<file path="config.mk">
export PLATFORM = sky130hd
export DESIGN_NAME = size_text_to_integer_top
export DESIGN_NICKNAME = d
export VERILOG_FILES = /design/src/rtl/stti_pkg.sv /design/src/rtl/stti_parse.sv /design/src/rtl/stti_scale.sv /design/src/rtl/size_text_to_integer_top.sv
export SDC_FILE = /design/constraint.sdc
export NUM_CORES = 1
export LEC_CHECK = 0
export ABC_AREA = 1
export BUFFER_PORTS_ARGS = -buffer_cell sky130_fd_sc_hd__clkbuf_2
export CORE_ASPECT_RATIO = 0.6
export CORE_MARGIN = 4
export CORE_UTILIZATION = 43
export CTS_CLUSTER_SIZE = 16
export DETAILED_ROUTE_END_ITERATION = 10
export MAX_ROUTING_LAYER = met4
export PLACE_DENSITY_LB_ADDON = 0.08
export SLEW_MARGIN = 5
export SYNTH_ARGS = -nofsm -noshare
export SYNTH_HDL_FRONTEND = slang
export SYNTH_SLANG_ARGS = --single-unit
export TNS_END_PERCENT = 10
</file>
<file path="constraint.sdc">
create_clock -name aclk -period 10.3 [get_ports aclk]
set_clock_uncertainty 0.05 [all_clocks]
set_input_delay 2.06 -clock aclk [delete_from_list [all_inputs] [get_ports aclk]]
set_output_delay 2.06 -clock aclk [all_outputs]
set_load 0.02 [all_outputs]
</file>
<file path="src/rtl/stti_pkg.sv">
// ----------------------------------------------------------------------------
// stti_pkg
// Shared constants, types, character decoders and a power-of-ten table for the size text parser.
// ----------------------------------------------------------------------------
package stti_pkg;

    localparam int SIZE_W                  = 63;
    localparam int CHAR_W                  = 8;
    localparam int UNIT_W                  = 3;
    localparam int UNIT_SHIFT              = 10;
    localparam int UNIT_LOG_MAX            = 40;
    localparam int POW10_W                 = 20;
    localparam int MAX_FRACTION_DIGITS_DEF = 4;

    localparam logic [SIZE_W-1:0] VALUE_MAX = {SIZE_W{1'b1}};

    localparam logic [UNIT_W-1:0] UNIT_NONE = 3'd0;
    localparam logic [UNIT_W-1:0] UNIT_K    = 3'd1;
    localparam logic [UNIT_W-1:0] UNIT_M    = 3'd2;
    localparam logic [UNIT_W-1:0] UNIT_G    = 3'd3;
    localparam logic [UNIT_W-1:0] UNIT_T    = 3'd4;

    localparam logic [CHAR_W-1:0] CH_ZERO  = 8'h30;
    localparam logic [CHAR_W-1:0] CH_NINE  = 8'h39;
    localparam logic [CHAR_W-1:0] CH_DOT   = 8'h2E;
    localparam logic [CHAR_W-1:0] CH_COMMA = 8'h2C;
    localparam logic [CHAR_W-1:0] CH_SPACE = 8'h20;
    localparam logic [CHAR_W-1:0] CH_TAB   = 8'h09;
    localparam logic [CHAR_W-1:0] CH_K_UP  = 8'h4B;
    localparam logic [CHAR_W-1:0] CH_K_LO  = 8'h6B;
    localparam logic [CHAR_W-1:0] CH_M_UP  = 8'h4D;
    localparam logic [CHAR_W-1:0] CH_M_LO  = 8'h6D;
    localparam logic [CHAR_W-1:0] CH_G_UP  = 8'h47;
    localparam logic [CHAR_W-1:0] CH_G_LO  = 8'h67;
    localparam logic [CHAR_W-1:0] CH_T_UP  = 8'h54;
    localparam logic [CHAR_W-1:0] CH_T_LO  = 8'h74;

    typedef struct packed {
        logic [UNIT_W-1:0] unit;
        logic              overflow;
    } parse_status_t;

    function automatic logic is_digit(input logic [CHAR_W-1:0] ch);
        return (ch >= CH_ZERO) && (ch <= CH_NINE);
    endfunction

    function automatic logic is_blank(input logic [CHAR_W-1:0] ch);
        return (ch == CH_SPACE) || (ch == CH_TAB);
    endfunction

    function automatic logic [UNIT_W-1:0] suffix_unit(input logic [CHAR_W-1:0] ch);
        logic [UNIT_W-1:0] u;
        unique case (ch) inside
            CH_K_UP, CH_K_LO: u = UNIT_K;
            CH_M_UP, CH_M_LO: u = UNIT_M;
            CH_G_UP, CH_G_LO: u = UNIT_G;
            CH_T_UP, CH_T_LO: u = UNIT_T;
            default:          u = UNIT_NONE;
        endcase
        return u;
    endfunction

    function automatic logic [POW10_W-1:0] pow10(input logic [2:0] n);
        logic [POW10_W-1:0] p;
        unique case (n)
            3'd0:    p = 20'd1;
            3'd1:    p = 20'd10;
            3'd2:    p = 20'd100;
            3'd3:    p = 20'd1000;
            3'd4:    p = 20'd10000;
            3'd5:    p = 20'd100000;
            3'd6:    p = 20'd1000000;
            default: p = 20'd1;
        endcase
        return p;
    endfunction

endpackage

</file>
<file path="src/rtl/stti_parse.sv">
// ----------------------------------------------------------------------------
// stti_parse
// Character front end: skips, accumulates digits and decodes the unit suffix.
// ----------------------------------------------------------------------------
module stti_parse #(
    parameter int MAX_FRACTION_DIGITS = stti_pkg::MAX_FRACTION_DIGITS_DEF,
    localparam int FRAC_W = $clog2(10 ** MAX_FRACTION_DIGITS),
    localparam int CNT_W  = $clog2(MAX_FRACTION_DIGITS + 1)
) (
    input  logic                          aclk,
    input  logic                          aresetn,
    input  logic                          char_beat,
    input  logic                          clear,
    input  logic [stti_pkg::CHAR_W-1:0]   char_code,
    output logic [stti_pkg::SIZE_W-1:0]   whole,
    output logic [FRAC_W-1:0]             frac,
    output logic [CNT_W-1:0]              digits,
    output stti_pkg::parse_status_t       status
);
    import stti_pkg::*;

    typedef enum logic [4:0] {
        PH_SKIP  = 5'b00001,
        PH_WHOLE = 5'b00010,
        PH_FRAC  = 5'b00100,
        PH_BLANK = 5'b01000,
        PH_DONE  = 5'b10000
    } phase_t;

    phase_t              phase_reg, phase_next;
    logic [SIZE_W-1:0]   whole_reg, whole_next;
    logic [FRAC_W-1:0]   frac_reg, frac_next;
    logic [CNT_W-1:0]    digits_reg, digits_next;
    logic [UNIT_W-1:0]   unit_reg, unit_next;
    logic                ovf_reg, ovf_next;
    logic [3:0]          digit;
    logic [SIZE_W+3:0]   whole_x10;
    logic [FRAC_W+3:0]   frac_x10;
    logic                dig;
    logic                blank;
    logic                sep;

    assign digit = char_code[3:0];
    assign dig   = is_digit(char_code);
    assign blank = is_blank(char_code);
    assign sep   = (char_code == CH_DOT) || (char_code == CH_COMMA);

    assign whole_x10 = {whole_reg, 3'b000} + {2'b00, whole_reg, 1'b0}
                     + (SIZE_W + 4)'(digit);
    assign frac_x10  = {frac_reg, 3'b000} + {2'b00, frac_reg, 1'b0}
                     + (FRAC_W + 4)'(digit);

    always_comb begin
        phase_next  = phase_reg;
        whole_next  = whole_reg;
        frac_next   = frac_reg;
        digits_next = digits_reg;
        unit_next   = unit_reg;
        ovf_next    = ovf_reg;
        if (clear) begin
            phase_next  = PH_SKIP;
            whole_next  = '0;
            frac_next   = '0;
            digits_next = '0;
            unit_next   = UNIT_NONE;
            ovf_next    = 1'b0;
        end else if (char_beat) begin
            unique case (phase_reg)
                PH_SKIP: begin
                    if (dig) begin
                        whole_next = SIZE_W'(digit);
                        phase_next = PH_WHOLE;
                    end
                end
                PH_WHOLE: begin
                    if (dig) begin
                        if (whole_x10 > (SIZE_W + 4)'(VALUE_MAX)) begin
                            whole_next = VALUE_MAX;
                            ovf_next   = 1'b1;
                        end else begin
                            whole_next = whole_x10[SIZE_W-1:0];
                        end
                    end else if (sep) begin
                        phase_next = PH_FRAC;
                    end else if (blank) begin
                        phase_next = PH_BLANK;
                    end else begin
                        unit_next  = suffix_unit(char_code);
                        phase_next = PH_DONE;
                    end
                end
                PH_FRAC: begin
                    if (dig) begin
                        if (digits_reg < CNT_W'(MAX_FRACTION_DIGITS)) begin
                            frac_next   = frac_x10[FRAC_W-1:0];
                            digits_next = digits_reg + 1'b1;
                        end
                    end else if (blank) begin
                        phase_next = PH_BLANK;
                    end else begin
                        unit_next  = suffix_unit(char_code);
                        phase_next = PH_DONE;
                    end
                end
                PH_BLANK: begin
                    if (!blank) begin
                        unit_next  = suffix_unit(char_code);
                        phase_next = PH_DONE;
                    end
                end
                PH_DONE: begin
                end
                default: begin
                    phase_next = PH_SKIP;
                end
            endcase
        end
    end

    always_ff @(posedge aclk) begin
        if (!aresetn) begin
            phase_reg  <= PH_SKIP;
            whole_reg  <= '0;
            frac_reg   <= '0;
            digits_reg <= '0;
            unit_reg   <= UNIT_NONE;
            ovf_reg    <= 1'b0;
        end else begin
            phase_reg  <= phase_next;
            whole_reg  <= whole_next;
            frac_reg   <= frac_next;
            digits_reg <= digits_next;
            unit_reg   <= unit_next;
            ovf_reg    <= ovf_next;
        end
    end

    assign whole           = whole_reg;
    assign frac            = frac_reg;
    assign digits          = digits_reg;
    assign status.unit     = unit_reg;
    assign status.overflow = ovf_reg;

endmodule

</file>
<file path="src/rtl/stti_scale.sv">
// ----------------------------------------------------------------------------
// stti_scale
// Unit scaling, fraction divide and final sum on one shared add/sub unit.
// ----------------------------------------------------------------------------
module stti_scale #(
    parameter int MAX_FRACTION_DIGITS = stti_pkg::MAX_FRACTION_DIGITS_DEF,
    localparam int FRAC_W = $clog2(10 ** MAX_FRACTION_DIGITS),
    localparam int CNT_W  = $clog2(MAX_FRACTION_DIGITS + 1)
) (
    input  logic                          aclk,
    input  logic                          aresetn,
    input  logic                          start,
    input  logic                          dec_mode,
    input  logic [stti_pkg::SIZE_W-1:0]   whole_in,
    input  logic [FRAC_W-1:0]             frac_in,
    input  logic [CNT_W-1:0]              digits_in,
    input  stti_pkg::parse_status_t       status_in,
    output logic                          idle,
    output logic                          res_valid,
    input  logic                          res_take,
    output logic [stti_pkg::SIZE_W-1:0]   res_value,
    output logic                          res_overflow
);
    import stti_pkg::*;

    localparam int PROD_W = FRAC_W + UNIT_LOG_MAX;
    localparam int DIV_W  = FRAC_W;
    localparam int BIT_W  = $clog2(PROD_W);
    localparam int AW     = SIZE_W + UNIT_SHIFT + 1;

    typedef enum logic [5:0] {
        ST_IDLE   = 6'b000001,
        ST_TRIPLE = 6'b000010,
        ST_MUL    = 6'b000100,
        ST_DIV    = 6'b001000,
        ST_SUM    = 6'b010000,
        ST_OUT    = 6'b100000
    } state_t;

    state_t              state_reg, state_next;
    logic [SIZE_W-1:0]   whole_reg, whole_next;
    logic [PROD_W-1:0]   prod_reg, prod_next;
    logic [SIZE_W+1:0]   tmp_reg, tmp_next;
    logic [DIV_W-1:0]    rem_reg, rem_next;
    logic [DIV_W-1:0]    divisor_reg, divisor_next;
    logic [UNIT_W-1:0]   cnt_reg, cnt_next;
    logic [BIT_W-1:0]    bit_reg, bit_next;
    logic                dec_reg, dec_next;
    logic                ovf_reg, ovf_next;
    logic                sel_frac_reg, sel_frac_next;
    logic [SIZE_W-1:0]   value_reg, value_next;
    logic                rovf_reg, rovf_next;

    logic [SIZE_W-1:0]   mul_x;
    logic [AW-1:0]       alu_a;
    logic [AW-1:0]       alu_b;
    logic                alu_sub;
    logic [AW-1:0]       alu_out;
    logic [DIV_W:0]      trial;
    logic                borrow;
    state_t              mul_entry;

    assign mul_x     = sel_frac_reg ? SIZE_W'(prod_reg) : whole_reg;
    assign trial     = {rem_reg, prod_reg[PROD_W-1]};
    assign mul_entry = dec_reg ? ST_TRIPLE : ST_MUL;

    always_comb begin
        alu_a   = '0;
        alu_b   = '0;
        alu_sub = 1'b0;
        unique case (state_reg)
            ST_TRIPLE: begin
                alu_a = AW'({mul_x, 1'b0});
                alu_b = AW'(mul_x);
            end
            ST_MUL: begin
                alu_a   = AW'({mul_x, {UNIT_SHIFT{1'b0}}});
                alu_b   = dec_reg ? AW'({tmp_reg, 3'b000}) : '0;
                alu_sub = 1'b1;
            end
            ST_DIV: begin
                alu_a   = AW'(trial);
                alu_b   = AW'(divisor_reg);
                alu_sub = 1'b1;
            end
            ST_SUM: begin
                alu_a = AW'(whole_reg);
                alu_b = AW'(prod_reg);
            end
            default: begin
            end
        endcase
    end

    assign alu_out = alu_sub ? (alu_a - alu_b) : (alu_a + alu_b);
    assign borrow  = alu_out[AW-1];

    always_comb begin
        state_next    = state_reg;
        whole_next    = whole_reg;
        prod_next     = prod_reg;
        tmp_next      = tmp_reg;
        rem_next      = rem_reg;
        divisor_next  = divisor_reg;
        cnt_next      = cnt_reg;
        bit_next      = bit_reg;
        dec_next      = dec_reg;
        ovf_next      = ovf_reg;
        sel_frac_next = sel_frac_reg;
        value_next    = value_reg;
        rovf_next     = rovf_reg;
        unique case (state_reg)
            ST_IDLE: begin
                if (start) begin
                    whole_next    = whole_in;
                    prod_next     = PROD_W'(frac_in);
                    divisor_next  = DIV_W'(pow10(3'(digits_in)));
                    rem_next      = '0;
                    cnt_next      = status_in.unit;
                    bit_next      = BIT_W'(PROD_W - 1);
                    dec_next      = dec_mode;
                    ovf_next      = status_in.overflow;
                    sel_frac_next = 1'b0;
                    if (status_in.unit == UNIT_NONE) begin
                        state_next = ST_DIV;
                    end else if (dec_mode) begin
                        state_next = ST_TRIPLE;
                    end else begin
                        state_next = ST_MUL;
                    end
                end
            end
            ST_TRIPLE: begin
                tmp_next   = alu_out[SIZE_W+1:0];
                state_next = ST_MUL;
            end
            ST_MUL: begin
                if (!sel_frac_reg) begin
                    if (alu_out > AW'(VALUE_MAX)) begin
                        value_next = VALUE_MAX;
                        rovf_next  = 1'b1;
                        state_next = ST_OUT;
                    end else begin
                        whole_next    = alu_out[SIZE_W-1:0];
                        sel_frac_next = 1'b1;
                        state_next    = mul_entry;
                    end
                end else begin
                    prod_next     = alu_out[PROD_W-1:0];
                    sel_frac_next = 1'b0;
                    cnt_next      = cnt_reg - 1'b1;
                    state_next    = (cnt_reg == UNIT_K) ? ST_DIV : mul_entry;
                end
            end
            ST_DIV: begin
                if (borrow) begin
                    rem_next = trial[DIV_W-1:0];
                end else begin
                    rem_next = alu_out[DIV_W-1:0];
                end
                prod_next = {prod_reg[PROD_W-2:0], ~borrow};
                bit_next  = bit_reg - 1'b1;
                if (bit_reg == '0) begin
                    state_next = ST_SUM;
                end
            end
            ST_SUM: begin
                if (alu_out[SIZE_W]) begin
                    value_next = VALUE_MAX;
                    rovf_next  = 1'b1;
                end else begin
                    value_next = alu_out[SIZE_W-1:0];
                    rovf_next  = ovf_reg;
                end
                state_next = ST_OUT;
            end
            ST_OUT: begin
                if (res_take) begin
                    state_next = ST_IDLE;
                end
            end
            default: begin
                state_next = ST_IDLE;
            end
        endcase
    end

    always_ff @(posedge aclk) begin
        if (!aresetn) begin
            state_reg <= ST_IDLE;
        end else begin
            state_reg <= state_next;
        end
    end

    always_ff @(posedge aclk) begin
        whole_reg    <= whole_next;
        prod_reg     <= prod_next;
        tmp_reg      <= tmp_next;
        rem_reg      <= rem_next;
        divisor_reg  <= divisor_next;
        cnt_reg      <= cnt_next;
        bit_reg      <= bit_next;
        dec_reg      <= dec_next;
        ovf_reg      <= ovf_next;
        sel_frac_reg <= sel_frac_next;
        value_reg    <= value_next;
        rovf_reg     <= rovf_next;
    end

    assign idle         = (state_reg == ST_IDLE);
    assign res_valid    = (state_reg == ST_OUT);
    assign res_value    = value_reg;
    assign res_overflow = rovf_reg;

endmodule

</file>
<file path="src/rtl/size_text_to_integer_top.sv">
// ----------------------------------------------------------------------------
// size_text_to_integer_top
// Parses a size string such as "1.5 KiB" one character per beat into an
// integer, scaled by a binary or decimal unit, saturating on overflow.
// ----------------------------------------------------------------------------
//  Port group   Dir   Beat contents
//  s_*          in    one character, or end of text
//  m_*          out   scaled size and overflow flag, one per end-of-text beat
//  cfg_*        in    unit base select (1: powers of 1000)
//
//  An end-of-text beat scales by the unit (one pass per suffix rank 0..4, a
//  triple step before each multiply in decimal mode), divides the fraction
//  bit-serially over fraction width + 40 bits (54 at four fraction digits)
//  and sums on the shared add/sub unit, then s_ready returns with m_* valid.
//  Reset is synchronous, no clearing pass.
//  A result held on m_* does not stop input beats; a second finished result
//  waits for it to be taken and holds s_ready low meanwhile.
// ----------------------------------------------------------------------------
module size_text_to_integer_top #(
    parameter int MAX_FRACTION_DIGITS = stti_pkg::MAX_FRACTION_DIGITS_DEF
) (
    input  logic                          aclk,
    input  logic                          aresetn,
    input  logic                          s_valid,
    output logic                          s_ready,
    input  logic [stti_pkg::CHAR_W-1:0]   s_char_code,
    input  logic                          s_end_of_text,
    output logic                          m_valid,
    input  logic                          m_ready,
    output logic [stti_pkg::SIZE_W-1:0]   m_size_value,
    output logic                          m_overflowed,
    input  logic                          cfg_valid,
    output logic                          cfg_ready,
    input  logic                          cfg_wdata
);
    import stti_pkg::*;

    localparam int FRAC_W = $clog2(10 ** MAX_FRACTION_DIGITS);
    localparam int CNT_W  = $clog2(MAX_FRACTION_DIGITS + 1);

    logic                dec_reg;
    logic                m_valid_reg;
    logic [SIZE_W-1:0]   m_value_reg;
    logic                m_ovf_reg;
    logic                in_beat;
    logic                char_beat;
    logic                end_beat;
    logic                idle;
    logic                res_valid;
    logic                res_take;
    logic [SIZE_W-1:0]   res_value;
    logic                res_overflow;
    logic [SIZE_W-1:0]   whole;
    logic [FRAC_W-1:0]   frac;
    logic [CNT_W-1:0]    digits;
    parse_status_t       status;

    assign s_ready   = idle;
    assign cfg_ready = 1'b1;
    assign in_beat   = s_valid && s_ready;
    assign char_beat = in_beat && !s_end_of_text;
    assign end_beat  = in_beat && s_end_of_text;
    assign res_take  = res_valid && (!m_valid_reg || m_ready);

    stti_parse #(
        .MAX_FRACTION_DIGITS (MAX_FRACTION_DIGITS)
    ) u_parse (
        .aclk      (aclk),
        .aresetn   (aresetn),
        .char_beat (char_beat),
        .clear     (end_beat),
        .char_code (s_char_code),
        .whole     (whole),
        .frac      (frac),
        .digits    (digits),
        .status    (status)
    );

    stti_scale #(
        .MAX_FRACTION_DIGITS (MAX_FRACTION_DIGITS)
    ) u_scale (
        .aclk          (aclk),
        .aresetn       (aresetn),
        .start         (end_beat),
        .dec_mode      (dec_reg),
        .whole_in      (whole),
        .frac_in       (frac),
        .digits_in     (digits),
        .status_in     (status),
        .idle          (idle),
        .res_valid     (res_valid),
        .res_take      (res_take),
        .res_value     (res_value),
        .res_overflow  (res_overflow)
    );

    always_ff @(posedge aclk) begin
        if (!aresetn) begin
            dec_reg     <= 1'b0;
            m_valid_reg <= 1'b0;
        end else begin
            if (cfg_valid && cfg_ready) begin
                dec_reg <= cfg_wdata;
            end
            if (res_take) begin
                m_valid_reg <= 1'b1;
            end else if (m_ready) begin
                m_valid_reg <= 1'b0;
            end
        end
    end

    always_ff @(posedge aclk) begin
        if (res_take) begin
            m_value_reg <= res_value;
            m_ovf_reg   <= res_overflow;
        end
    end

    assign m_valid      = m_valid_reg;
    assign m_size_value = m_value_reg;
    assign m_overflowed = m_ovf_reg;

endmodule

</file>
* Word-level counts from Yosys, hierarchy flattened
Index checks and enable logic that the tools add are counted.
** Word-level totals
- Flip-flop bits (word level) :: 447
- Logic and storage cells :: 184
** Cells by class
- Order comparisons :: 5
- Reduce and logical (&&, ||, !) cells :: 38
- Equality and inequality tests :: 43
- $add $sub $neg :: 9
- Bitwise gates (word level) :: 3
- Mux-type cells :: 63
** Operators by type and width (number)
- $mux W63 :: 10
- $pmux W63 S2 :: 3
- $pmux W74 S4 :: 1
- $pmux W73 S4 :: 1
- $pmux W54 S3 :: 1
- $mux W54 :: 2
- $pmux W14 S6 :: 1
- $add A73 B74 Y74 :: 1
- $gt A74 B63 Y1 const B :: 1
- $mux W74 :: 1
- $sub A73 B74 Y74 :: 1
- $mux W68 :: 1
- $add A66 B64 Y67 :: 1
- $add A67 B4 Y67 :: 1
- $gt A67 B63 Y1 const B :: 1
- $eq A8 B7 Y1 const B :: 8
- $mux W6 :: 8
- $pmux W6 S6 :: 1
- $mux W5 :: 6
- $mux W14 :: 2
- $pmux W14 S2 :: 1
- $pmux W5 S5 :: 1
- $eq A8 B6 Y1 const B :: 3
- $mux W3 :: 8
- 45 further kinds :: 96

* Logic depth before layout (Yosys ltp)
Gate-level depths: netlist of run 1.
- Depth in word-level cells :: 8
- Gate-level depth with buffers :: 45

* By module
Synthesis of run 1 repeated with hierarchy kept, for this count alone.
** Second synthesis, totals
- Cell total of the unflattened synthesis :: 5133
- Area, all modules :: 35639.2 sq um
** By module, submodules not included
- stti_scale :: area each 22683.0 sq um, instances 1, cells each 3246, seq. area each 8618.3 sq um
- stti_parse :: area each 10920.5 sq um, instances 1, cells each 1805, seq. area each 1781.7 sq um
- size_text_to_integer_top :: area each 2035.7 sq um, instances 1, cells each 82, seq. area each 1961.9 sq um

* Worst setup path before layout of run 1
Ideal clock, no wire load.
- Path kind :: register -> register
- Start point :: register u_scale.state_reg[5]
- End point :: register u_scale.whole_reg[0], enable pin
- Library setup time :: 505 ps
- Cell stages (with the launch flop) :: 32
- Arrival :: 7632 ps
- Slack :: 2114 ps
- Cells stage by stage :: dfxtp_1 -> nor2_2 -> nand2_2 -> nor2_1 -> buf_2 -> buf_2 -> a21oi_1 -> nand2_1 -> nor2_1 -> nand2_1 -> nor2_1 -> nand3_1 -> or2_1 -> nor2_2 -> nand2_1 -> o21ai_1 -> xor2_1 -> ha_1 -> nand2_1 -> nor2_1 -> inv_1 -> nor2_1 -> nand2_1 -> nor3b_1 -> nand3_1 -> nand4_1 -> nand2_1 -> nor2_1 -> nand3_1 -> nor2_1 -> nand4_1 -> a21oi_1
** Between the ends
- Word-level cells in the longest chain between the ends :: 7
** RTL lines
- start: declaration :: RTL line stti_scale.sv:40 : state_t state_reg, state_next;
- start signal: assignment :: RTL line stti_scale.sv:192 : state_reg <= state_next;
- $eq A6 B5 Y1, or another cell as far along :: RTL line stti_scale.sv:71 : unique case (state_reg)
- $pmux W73 S4, or another cell as far along :: RTL line stti_scale.sv:71
- $add A73 B74 Y74, or another cell as far along :: RTL line stti_scale.sv:95 : assign alu_out = alu_sub ? (alu_a - alu_b) : (alu_a + alu_b);
- $mux W74 :: RTL line stti_scale.sv:95
- $gt A74 B63 Y1 :: RTL line stti_scale.sv:139 : if (alu_out > AW'(VALUE_MAX)) begin
- $ne A2 B2 Y1 (no source line)
- $reduce_and A4 Y1 (no source line) (*)
- end signal: assignment :: RTL line stti_scale.sv:197 : whole_reg <= whole_next;
- end: declaration :: RTL line stti_scale.sv:41 : logic [SIZE_W-1:0] whole_reg, whole_next;
Mark *: on every way between the ends. The rest lies on a longest branch, timed or not.
A chain may end at the register's enable or synchronous reset.

* Worst setup path in the final report of run 1
- Start point :: register u_scale.state_reg[2]
- End point :: register u_scale.whole_reg[49], enable pin
Same word-level chain as after synthesis.

==> results of run 1 <==
[cells by family after synthesis]
kind of cell               after synthesis  share of synthesized area, %
adders and majority gates              235                          8.90
xor gates and xnor gates               158                          4.14
buffers and inverters                  861                          10.0
and+or+nand+nor                       2078                          25.2
other                                    1                        0.0112
DFF                                    444                          36.9
AOI/OAI and AO/OA                      886                          14.8
[synthesized netlist by cell type (10+ instances only)]
cell type / instances
a21o_1: 14
a21oi_1: 341
a31oi_1: 14
buf_2: 25
clkbuf_1: 69
dfxtp_1: 97
edfxtp_1: 347
ha_1: 230
inv_1: 733
inv_2: 10
nand2_1: 1292
nand3_1: 154
nand3b_1: 17
nand4_1: 28
nor2_1: 469
nor2_2: 15
nor3_1: 37
nor4_1: 12
o211ai_1: 76
o21ai_0: 314
o21ai_1: 28
o21bai_1: 28
o22ai_1: 22
or2_2: 18
xnor2_1: 54
xor2_1: 104
[through the flow]
stage | area, µm² | hold slack, ns | utilization, % | total power (W)
6_report | 36400 | 0.368 | 47.7 | 0.00865
5_1_grt | 36400 | 0.372 | 47.7 | 0.00910
4_1_cts | 36400 | 0.369 | 47.7 | 0.00853
3_5_place_dp | 34900 | 0.355 | 45.8 | 0.00675
3_3_place_gp | 34900 | 0.350 | 45.8 | 0.00681
2_1_floorplan | 33500 | 0.350 | - | 0.00509
[worst paths after layout]
path              cells past startpoint                 start                     to  slack, ns
setup / recovery                     30  u_scale.state_reg[2]  u_scale.whole_reg[49]       2.27
hold / removal                        0  u_scale.res_value[1]        m_size_value[1]       0.37
setup reg to reg                     30  u_scale.state_reg[2]  u_scale.whole_reg[49]       2.27
hold reg to reg                       0  u_scale.res_value[1]        m_size_value[1]       0.37
[routing by layer]
metal	vias up	GRT usage (%)
li1	15333	-
met1	15024	47.9
met2	1490	41.0
met3	169	6.26
met4	0	6.22
met5	-	-
[power breakdown]
part           internal [W]  total (W)  switching (W)
clock network      0.000926    0.00175       0.000823
logic               0.00102    0.00458        0.00356
registers           0.00223    0.00232      0.0000892
total               0.00418    0.00865        0.00447
[final cells by class]
cell class / count / share of cell area [%]
multi-input cells: 3358 / 49.0
flip-flops and latches: 444 / 33.9
inverters: 745 / 7.68
well taps: 1040 / 3.57
clock buffers: 62 / 3.41
repair buffers: 106 / 1.67
clock inverters: 26 / 0.756
==> flow_metrics.py, run 1 <==
metrics = {
    "outcome": {
        "status": "completed",
    },
    "setup_path": {
        "crit_top_cell": "nand2_1",
        "critPathLaunchType": "flop",
        "critPathBufInv": 2,
        "worst_setup_path_end_kind": "flop",
        "path_delay_family": "simple AND/OR/NAND/NOR gates",
        "path_class": "flop to flop",
        "critPathSlowestCell": "buf_4",
        "crit_required_ns": 10.50,
        "slowest_delay_ns": 0.67,
        "cp.arrival_ns": 8.23,
        "crit_path_max_fanout": 63,
    },
    "layout": {
        "largest_reg_flops": 65,
        "fill_cells": 7957,
        "antenna_cells": 0,
        "fin_nets": 4952,
        "multi_input_area_um2": 17800,
        "ff_latch_area_um2": 12400,
        "final_common_cell": "nand2_1",
        "layoutNonFillerInstCount": 5781,
        "layout_common_cells": "1,291 x nand2_1, 732 x inv_1, 465 x nor2_1",
        "drive_gt1_share_pct": 5.42,
        "area_growth_pct": 8.89,
    },
    "drt": {
        "firstDrtPassIters": 8,
        "initialDrtViolationCount": 4165,
        "wl_per_cell_um": 22.1,
        "vias": 32016,
        "highest_layer": "met4",
        "antenna_left": 0,
        "drc": 0,
        "route.met3.wl_um": 13700,
        "drt_wl_total_um": 128000,
        "wl_met1_um": 62400,
        "viasPerCell": 5.54,
        "route.met2.wl_um": 48700,
    },
    "place": {
        "hpwl_um": 103000,
        "portBuffers": 80,
        "gp_congestion": 1.05,
        "dp_slack_ns": 2.68,
        "dpl.cell_count": 5693,
    },
    "yosys": {
        "synth_edf_count": 347,
        "yosysSeqAreaShare_pct": 36.9,
        "netlist_top_cells_area": "edfxtp_1 31%, nand2_1 14%, ha_1 8.6%",
        "yosys.cell_types.count": 60,
        "synth_top_area_share_pct": 31.1,
        "post_synth.cell_area_avg_um2": 7.18,
        "synth-main-ff-cell": "edfxtp_1",
        "async_flop_share_pct": 0,
        "synth_nets": 4913,
        "syn_inst": 4663,
        "yosys_warnings": 0,
        "ys_ff_latch": 444,
        "synth_top_cell_by_area": "edfxtp_1",
        "synthesis.area_um2": 33500,
    },
    "clocking": {
        "numCtsBuffers": 47,
        "cts_buffer_depth": 3,
        "cts_resized": 0,
        "tritoncts": "done",
        "path_clk_slew_ns": 0.06,
        "htree_levels": 2,
        "cts_sinks": 444,
        "cts_root_buf": "clkbuf_16",
        "cts_setup_buffers": 0,
        "cts_hold_buf": 0,
        "clk_latency_ns": 0.65,
    },
    "die": {
        "die_x_um": 368,
        "die_area_um2": 82500,
        "die_y_um": 224,
        "rows": 78,
        "ios": 82,
        "core_area_um2": 76300,
        "start_util_pct": 43.8,
    },
    "timing": {
        "setup_viol": 0,
        "fin_crit_ns": 8.03,
        "rsz0062_at_grt": "no",
        "slew_violations": 0,
        "fin_ws_ns": 2.27,
        "finalHoldViolations": 0,
        "maxSlewHeadroom_pct": 13.4,
        "final.setup.tns_ns": 0,
        "min_period_over_period_pct": 77.9,
        "max_freq_ghz": 0.125,
        "tightest_slew_ns": 1.29,
    },
    "hold_path": {
        "hp-class": "flop to flop",
    },
    "power_and_ir_drop": {
        "vdd_drop_max_v": 0.000151,
        "total_leakage_power_nw": 17.4,
        "power_density_nw_per_um2": 237,
    },
    "grt": {
        "first_global_vias": 28784,
        "grt_overflow": 0,
        "grt_antenna_before_repair": 4,
        "track_usage_pct": 31.0,
        "grt_pass1_wl_um": 187000,
        "grt_max_degree": 102,
    },
    "job": {
        "cap_violations": 0,
    },
}
Note: power is estimated with default switching activity, not from simulation.
==> run 2: changes to the inputs <==
--- a/config.mk
+++ b/config.mk
@@ -5,7 +5,7 @@
 export SDC_FILE = /design/constraint.sdc
 export NUM_CORES = 1
 export LEC_CHECK = 0
-export ABC_AREA = 1
+export ABC_AREA = 0
 export BUFFER_PORTS_ARGS = -buffer_cell sky130_fd_sc_hd__clkbuf_2
 export CORE_ASPECT_RATIO = 0.6
 export CORE_MARGIN = 4
==> constraint.sdc (replaced) <==
create_clock -name aclk -period 6.9 [get_ports aclk]
set_clock_uncertainty 0.05 [all_clocks]
set_input_delay 1.38 -clock aclk [delete_from_list [all_inputs] [get_ports aclk]]
set_output_delay 1.38 -clock aclk [all_outputs]
set_load 0.02 [all_outputs]
==> run 2 against run 1 <==
Compared with the run above:
- the flow now finishes with violations (negative setup slack)
- global-route usage is 1.5 points higher
- highest routed layer unchanged
- power is 82% higher
- non-clock buffer count is 545 higher
- count of clock-buffer cells in the layout is 4 lower
- worst setup slack worse by 2.3 ns
- sequential cell count stayed put
- worst hold slack worse by 0.0011 ns
==> flow_metrics.py, run 2 <==
metrics = {
    "yosys": {
        "synth-main-ff-cell": "edfxtp_1",
        "synth_edf_count": 347,
        "synth_nets": 3541,
        "post_synth.cell_area_avg_um2": 9.26,
        "netlist_top_cells_area": "edfxtp_1 34%, ha_1 9.4%, nand2_1 6.4%",
        "async_flop_share_pct": 0,
        "synth.most_common_cell": "nand2_1",
        "syn_inst": 3291,
        "ys_top_cells_by_count": "518 x nand2_1, 347 x edfxtp_1, 277 x a21oi_1, 230 x ha_1, 218 x nor2_1",
        "synth_top_area_share_pct": 34.2,
        "yosys.cell_types.count": 91,
        "ys_ff_latch": 444,
        "yosys_warnings": 0,
        "yosysSeqAreaShare_pct": 40.5,
        "synth_top_cell_by_area": "edfxtp_1",
        "synthesis.area_um2": 30500,
    },
    "drt": {
        "viasPerCell": 6.08,
        "vias": 29024,
        "drt_wl_total_um": 122000,
        "drc": 0,
        "antenna_left": 0,
        "initialDrtViolationCount": 3353,
        "firstDrtPassIters": 8,
        "wl_per_cell_um": 25.6,
    },
    "layout": {
        "largest_reg_flops": 65,
        "fill_cells": 6374,
        "multi_input_area_um2": 18000,
        "area_growth_pct": 25.7,
        "layoutNonFillerInstCount": 4773,
        "layout_common_cells": "535 x buf_4, 512 x nand2_1, 347 x edfxtp_1",
        "fin_area_um2": 38300,
        "ff_latch_area_um2": 12400,
        "utilization_pct": 54.7,
        "final_common_cell": "buf_4",
        "fin_nets": 4057,
        "drive_gt1_share_pct": 24.4,
    },
    "timing": {
        "fin_crit_ns": 6.93,
        "setup_viol": 28,
        "maxSlewHeadroom_pct": 26.9,
        "fin_ws_ns": -0.0335,
        "min_period_over_period_pct": 100,
        "whs_ns": 0.367,
        "max_freq_ghz": 0.144,
        "rsz0062_at_grt": "yes",
        "slew_violations": 0,
        "finalHoldViolations": 0,
        "tightest_slew_ns": 1.09,
    },
    "grt": {
        "globalRoute.busiestLayer": "met1",
        "met1_usage_pct": 52.1,
        "grt_util_met3_pct": 6.72,
        "grt_use_met2_pct": 40.7,
        "track_usage_pct": 32.4,
        "grt_max_degree": 62,
        "grt_overflow": 0,
        "grt_antenna_before_repair": 9,
        "first_global_vias": 27114,
        "grt_pass1_wl_um": 180000,
    },
    "setup_path": {
        "rr_worst_depth": 32,
        "path_delay_family": "simple AND/OR/NAND/NOR gates",
        "critPathLaunchType": "flop",
        "critPathSlowestCell": "or3_4",
        "crit_top_cell": "buf_6",
        "path_class": "flop to flop",
        "crit_required_ns": 7.19,
        "critPathBufInv": 9,
        "r2r-end": "u_scale.whole_reg[6]",
        "crit_path_max_fanout": 7,
        "crit_path_start": "u_scale.sel_frac_reg",
        "slowest_delay_ns": 0.47,
        "worst_setup_path_end_kind": "flop",
        "r2r_setup_slack_ns": -0.03,
        "worstReg2RegStart": "u_scale.sel_frac_reg",
        "cp.arrival_ns": 7.22,
    },
    "clocking": {
        "path_clk_slew_ns": 0.06,
        "cts_buffer_depth": 3,
        "cts_hold_buf": 0,
        "cts_sinks": 444,
        "tritoncts": "done",
        "cts_root_buf": "clkbuf_16",
        "htree_levels": 2,
        "clk_latency_ns": 0.63,
        "numCtsBuffers": 47,
    },
    "hold_path": {
        "hp-start": "u_scale.res_value[9]",
        "hp-class": "flop to flop",
        "hold_depth": 0,
        "min_to": "m_size_value[9]",
    },
    "place": {
        "hpwl_um": 95600,
        "postPlaceCellArea_um2": 35700,
        "portBuffers": 80,
        "dpl.cell_count": 4639,
        "gp_congestion": 1.02,
    },
    "die": {
        "ios": 82,
        "die_area_um2": 75400,
        "die_x_um": 352,
        "start_util_pct": 43.5,
        "die_y_um": 214,
        "core_area_um2": 70100,
        "rows": 75,
    },
    "job": {
        "cap_violations": 0,
    },
    "power_and_ir_drop": {
        "vdd_drop_max_v": 0.000383,
        "total_leakage_power_nw": 16.9,
        "power_density_nw_per_um2": 411,
    },
    "outcome": {
        "status": "finished with violations",
        "violations": "negative setup slack",
    },
}
==> run 2: cell count changes after synthesis, sizes merged, moves of 67 or more <==
cell | previous run | this run
nand2 | 1299 | 518
inv | 743 | 85
nor2 | 489 | 221
o21ai | 343 | 190
nand3 | 160 | 44
a221o | 1 | 92
a21o | 14 | 91
clkbuf | 69 | 136
==> run 2: area by class of cell <==
type | count | share of cell area, %
Multi-Input combinational cell | 2578 | 46.9
Clock inverter | 28 | 0.519
Tap cell | 924 | 3.02
Sequential cell | 444 | 32.3
Inverter | 85 | 0.836
Timing Repair Buffer | 651 | 13.2
Clock buffer | 58 | 3.29
Antenna cell | 5 | 0.0327
==> run 2: metal layers <==
| layer | vias to the layer above | share of wire [%] | wire [µm] |
|---|---|---|---|
| li1 | 13288 | - | - |
| met2 | 1476 | 38 | 45900 |
| met3 | 135 | 11 | 13000 |
| met5 | - | 0 | 0 |
| met1 | 14125 | 50 | 60800 |
| met4 | 0 | 2.0 | 2390 |
==> run 2: cell families after synthesis <==
family                   after synthesis  synth area share [%]
AND/OR/NAND/NOR                     1123                  17.0
adder cells (fa/ha/maj)              235                  9.77
AO/OA/AOI/OAI                        940                  20.6
XOR/XNOR                             207                  5.95
flip-flops                           444                  40.5
multiplexers                          72                  2.51
other                                  1                0.0123
buffers and inverters                269                  3.59
==> run 2: power breakdown <==
group,internal (W),switching (W)
registers,0.00330,0.000180
logic,0.00391,0.00586
clock network,0.00134,0.00117
total,0.00854,0.00721
==> run 2: repair_timing <==
item,4_1_cts,5_1_grt
pin swaps,17,41
buffers inserted,17,19
setup endpoints to repair,134,196
gates resized for setup,60,100
cloned,2,5
==> run 2: worst max path at each step <==
stage,endpoint,slack [ns],cells past startpoint
detailed placement,u_scale.whole_reg[23],-0.65,27
global route,u_scale.whole_reg[10],-0.30,34
CTS,u_scale.whole_reg[18],0.004,32
floorplan,u_scale.whole_reg[0],-0.52,28
finish,u_scale.whole_reg[6],-0.03,32
global placement,u_scale.whole_reg[25],-0.67,28
==> run 2: through the flow <==
| step | setup TNS (ns) | total power [W] | worst slack [ns] |
|---|---|---|---|
| 6_report | -0.665 | 0.0157 | -0.0335 |
| 5_1_grt | -23.61 | 0.0165 | -0.301 |
| 4_1_cts | 0 | 0.0152 | 0.00385 |
| 3_5_place_dp | -69.62 | 0.0124 | -0.651 |
| 3_3_place_gp | -71.60 | 0.0124 | -0.672 |
| 2_1_floorplan | -34.21 | 0.00771 | -0.517 |
==> run 2: worst reg2reg max path: cells and delay by family (launching register included) <==
kind	cells	cell delay, ns
AO/OA/AOI/OAI	6	0.88
buffers and inverters	9	1.27
AND/OR/NAND/NOR	13	2.95
flip-flops	1	0.40
multiplexers	2	0.60
adder cells (fa/ha/maj)	1	0.34
XOR/XNOR	1	0.17
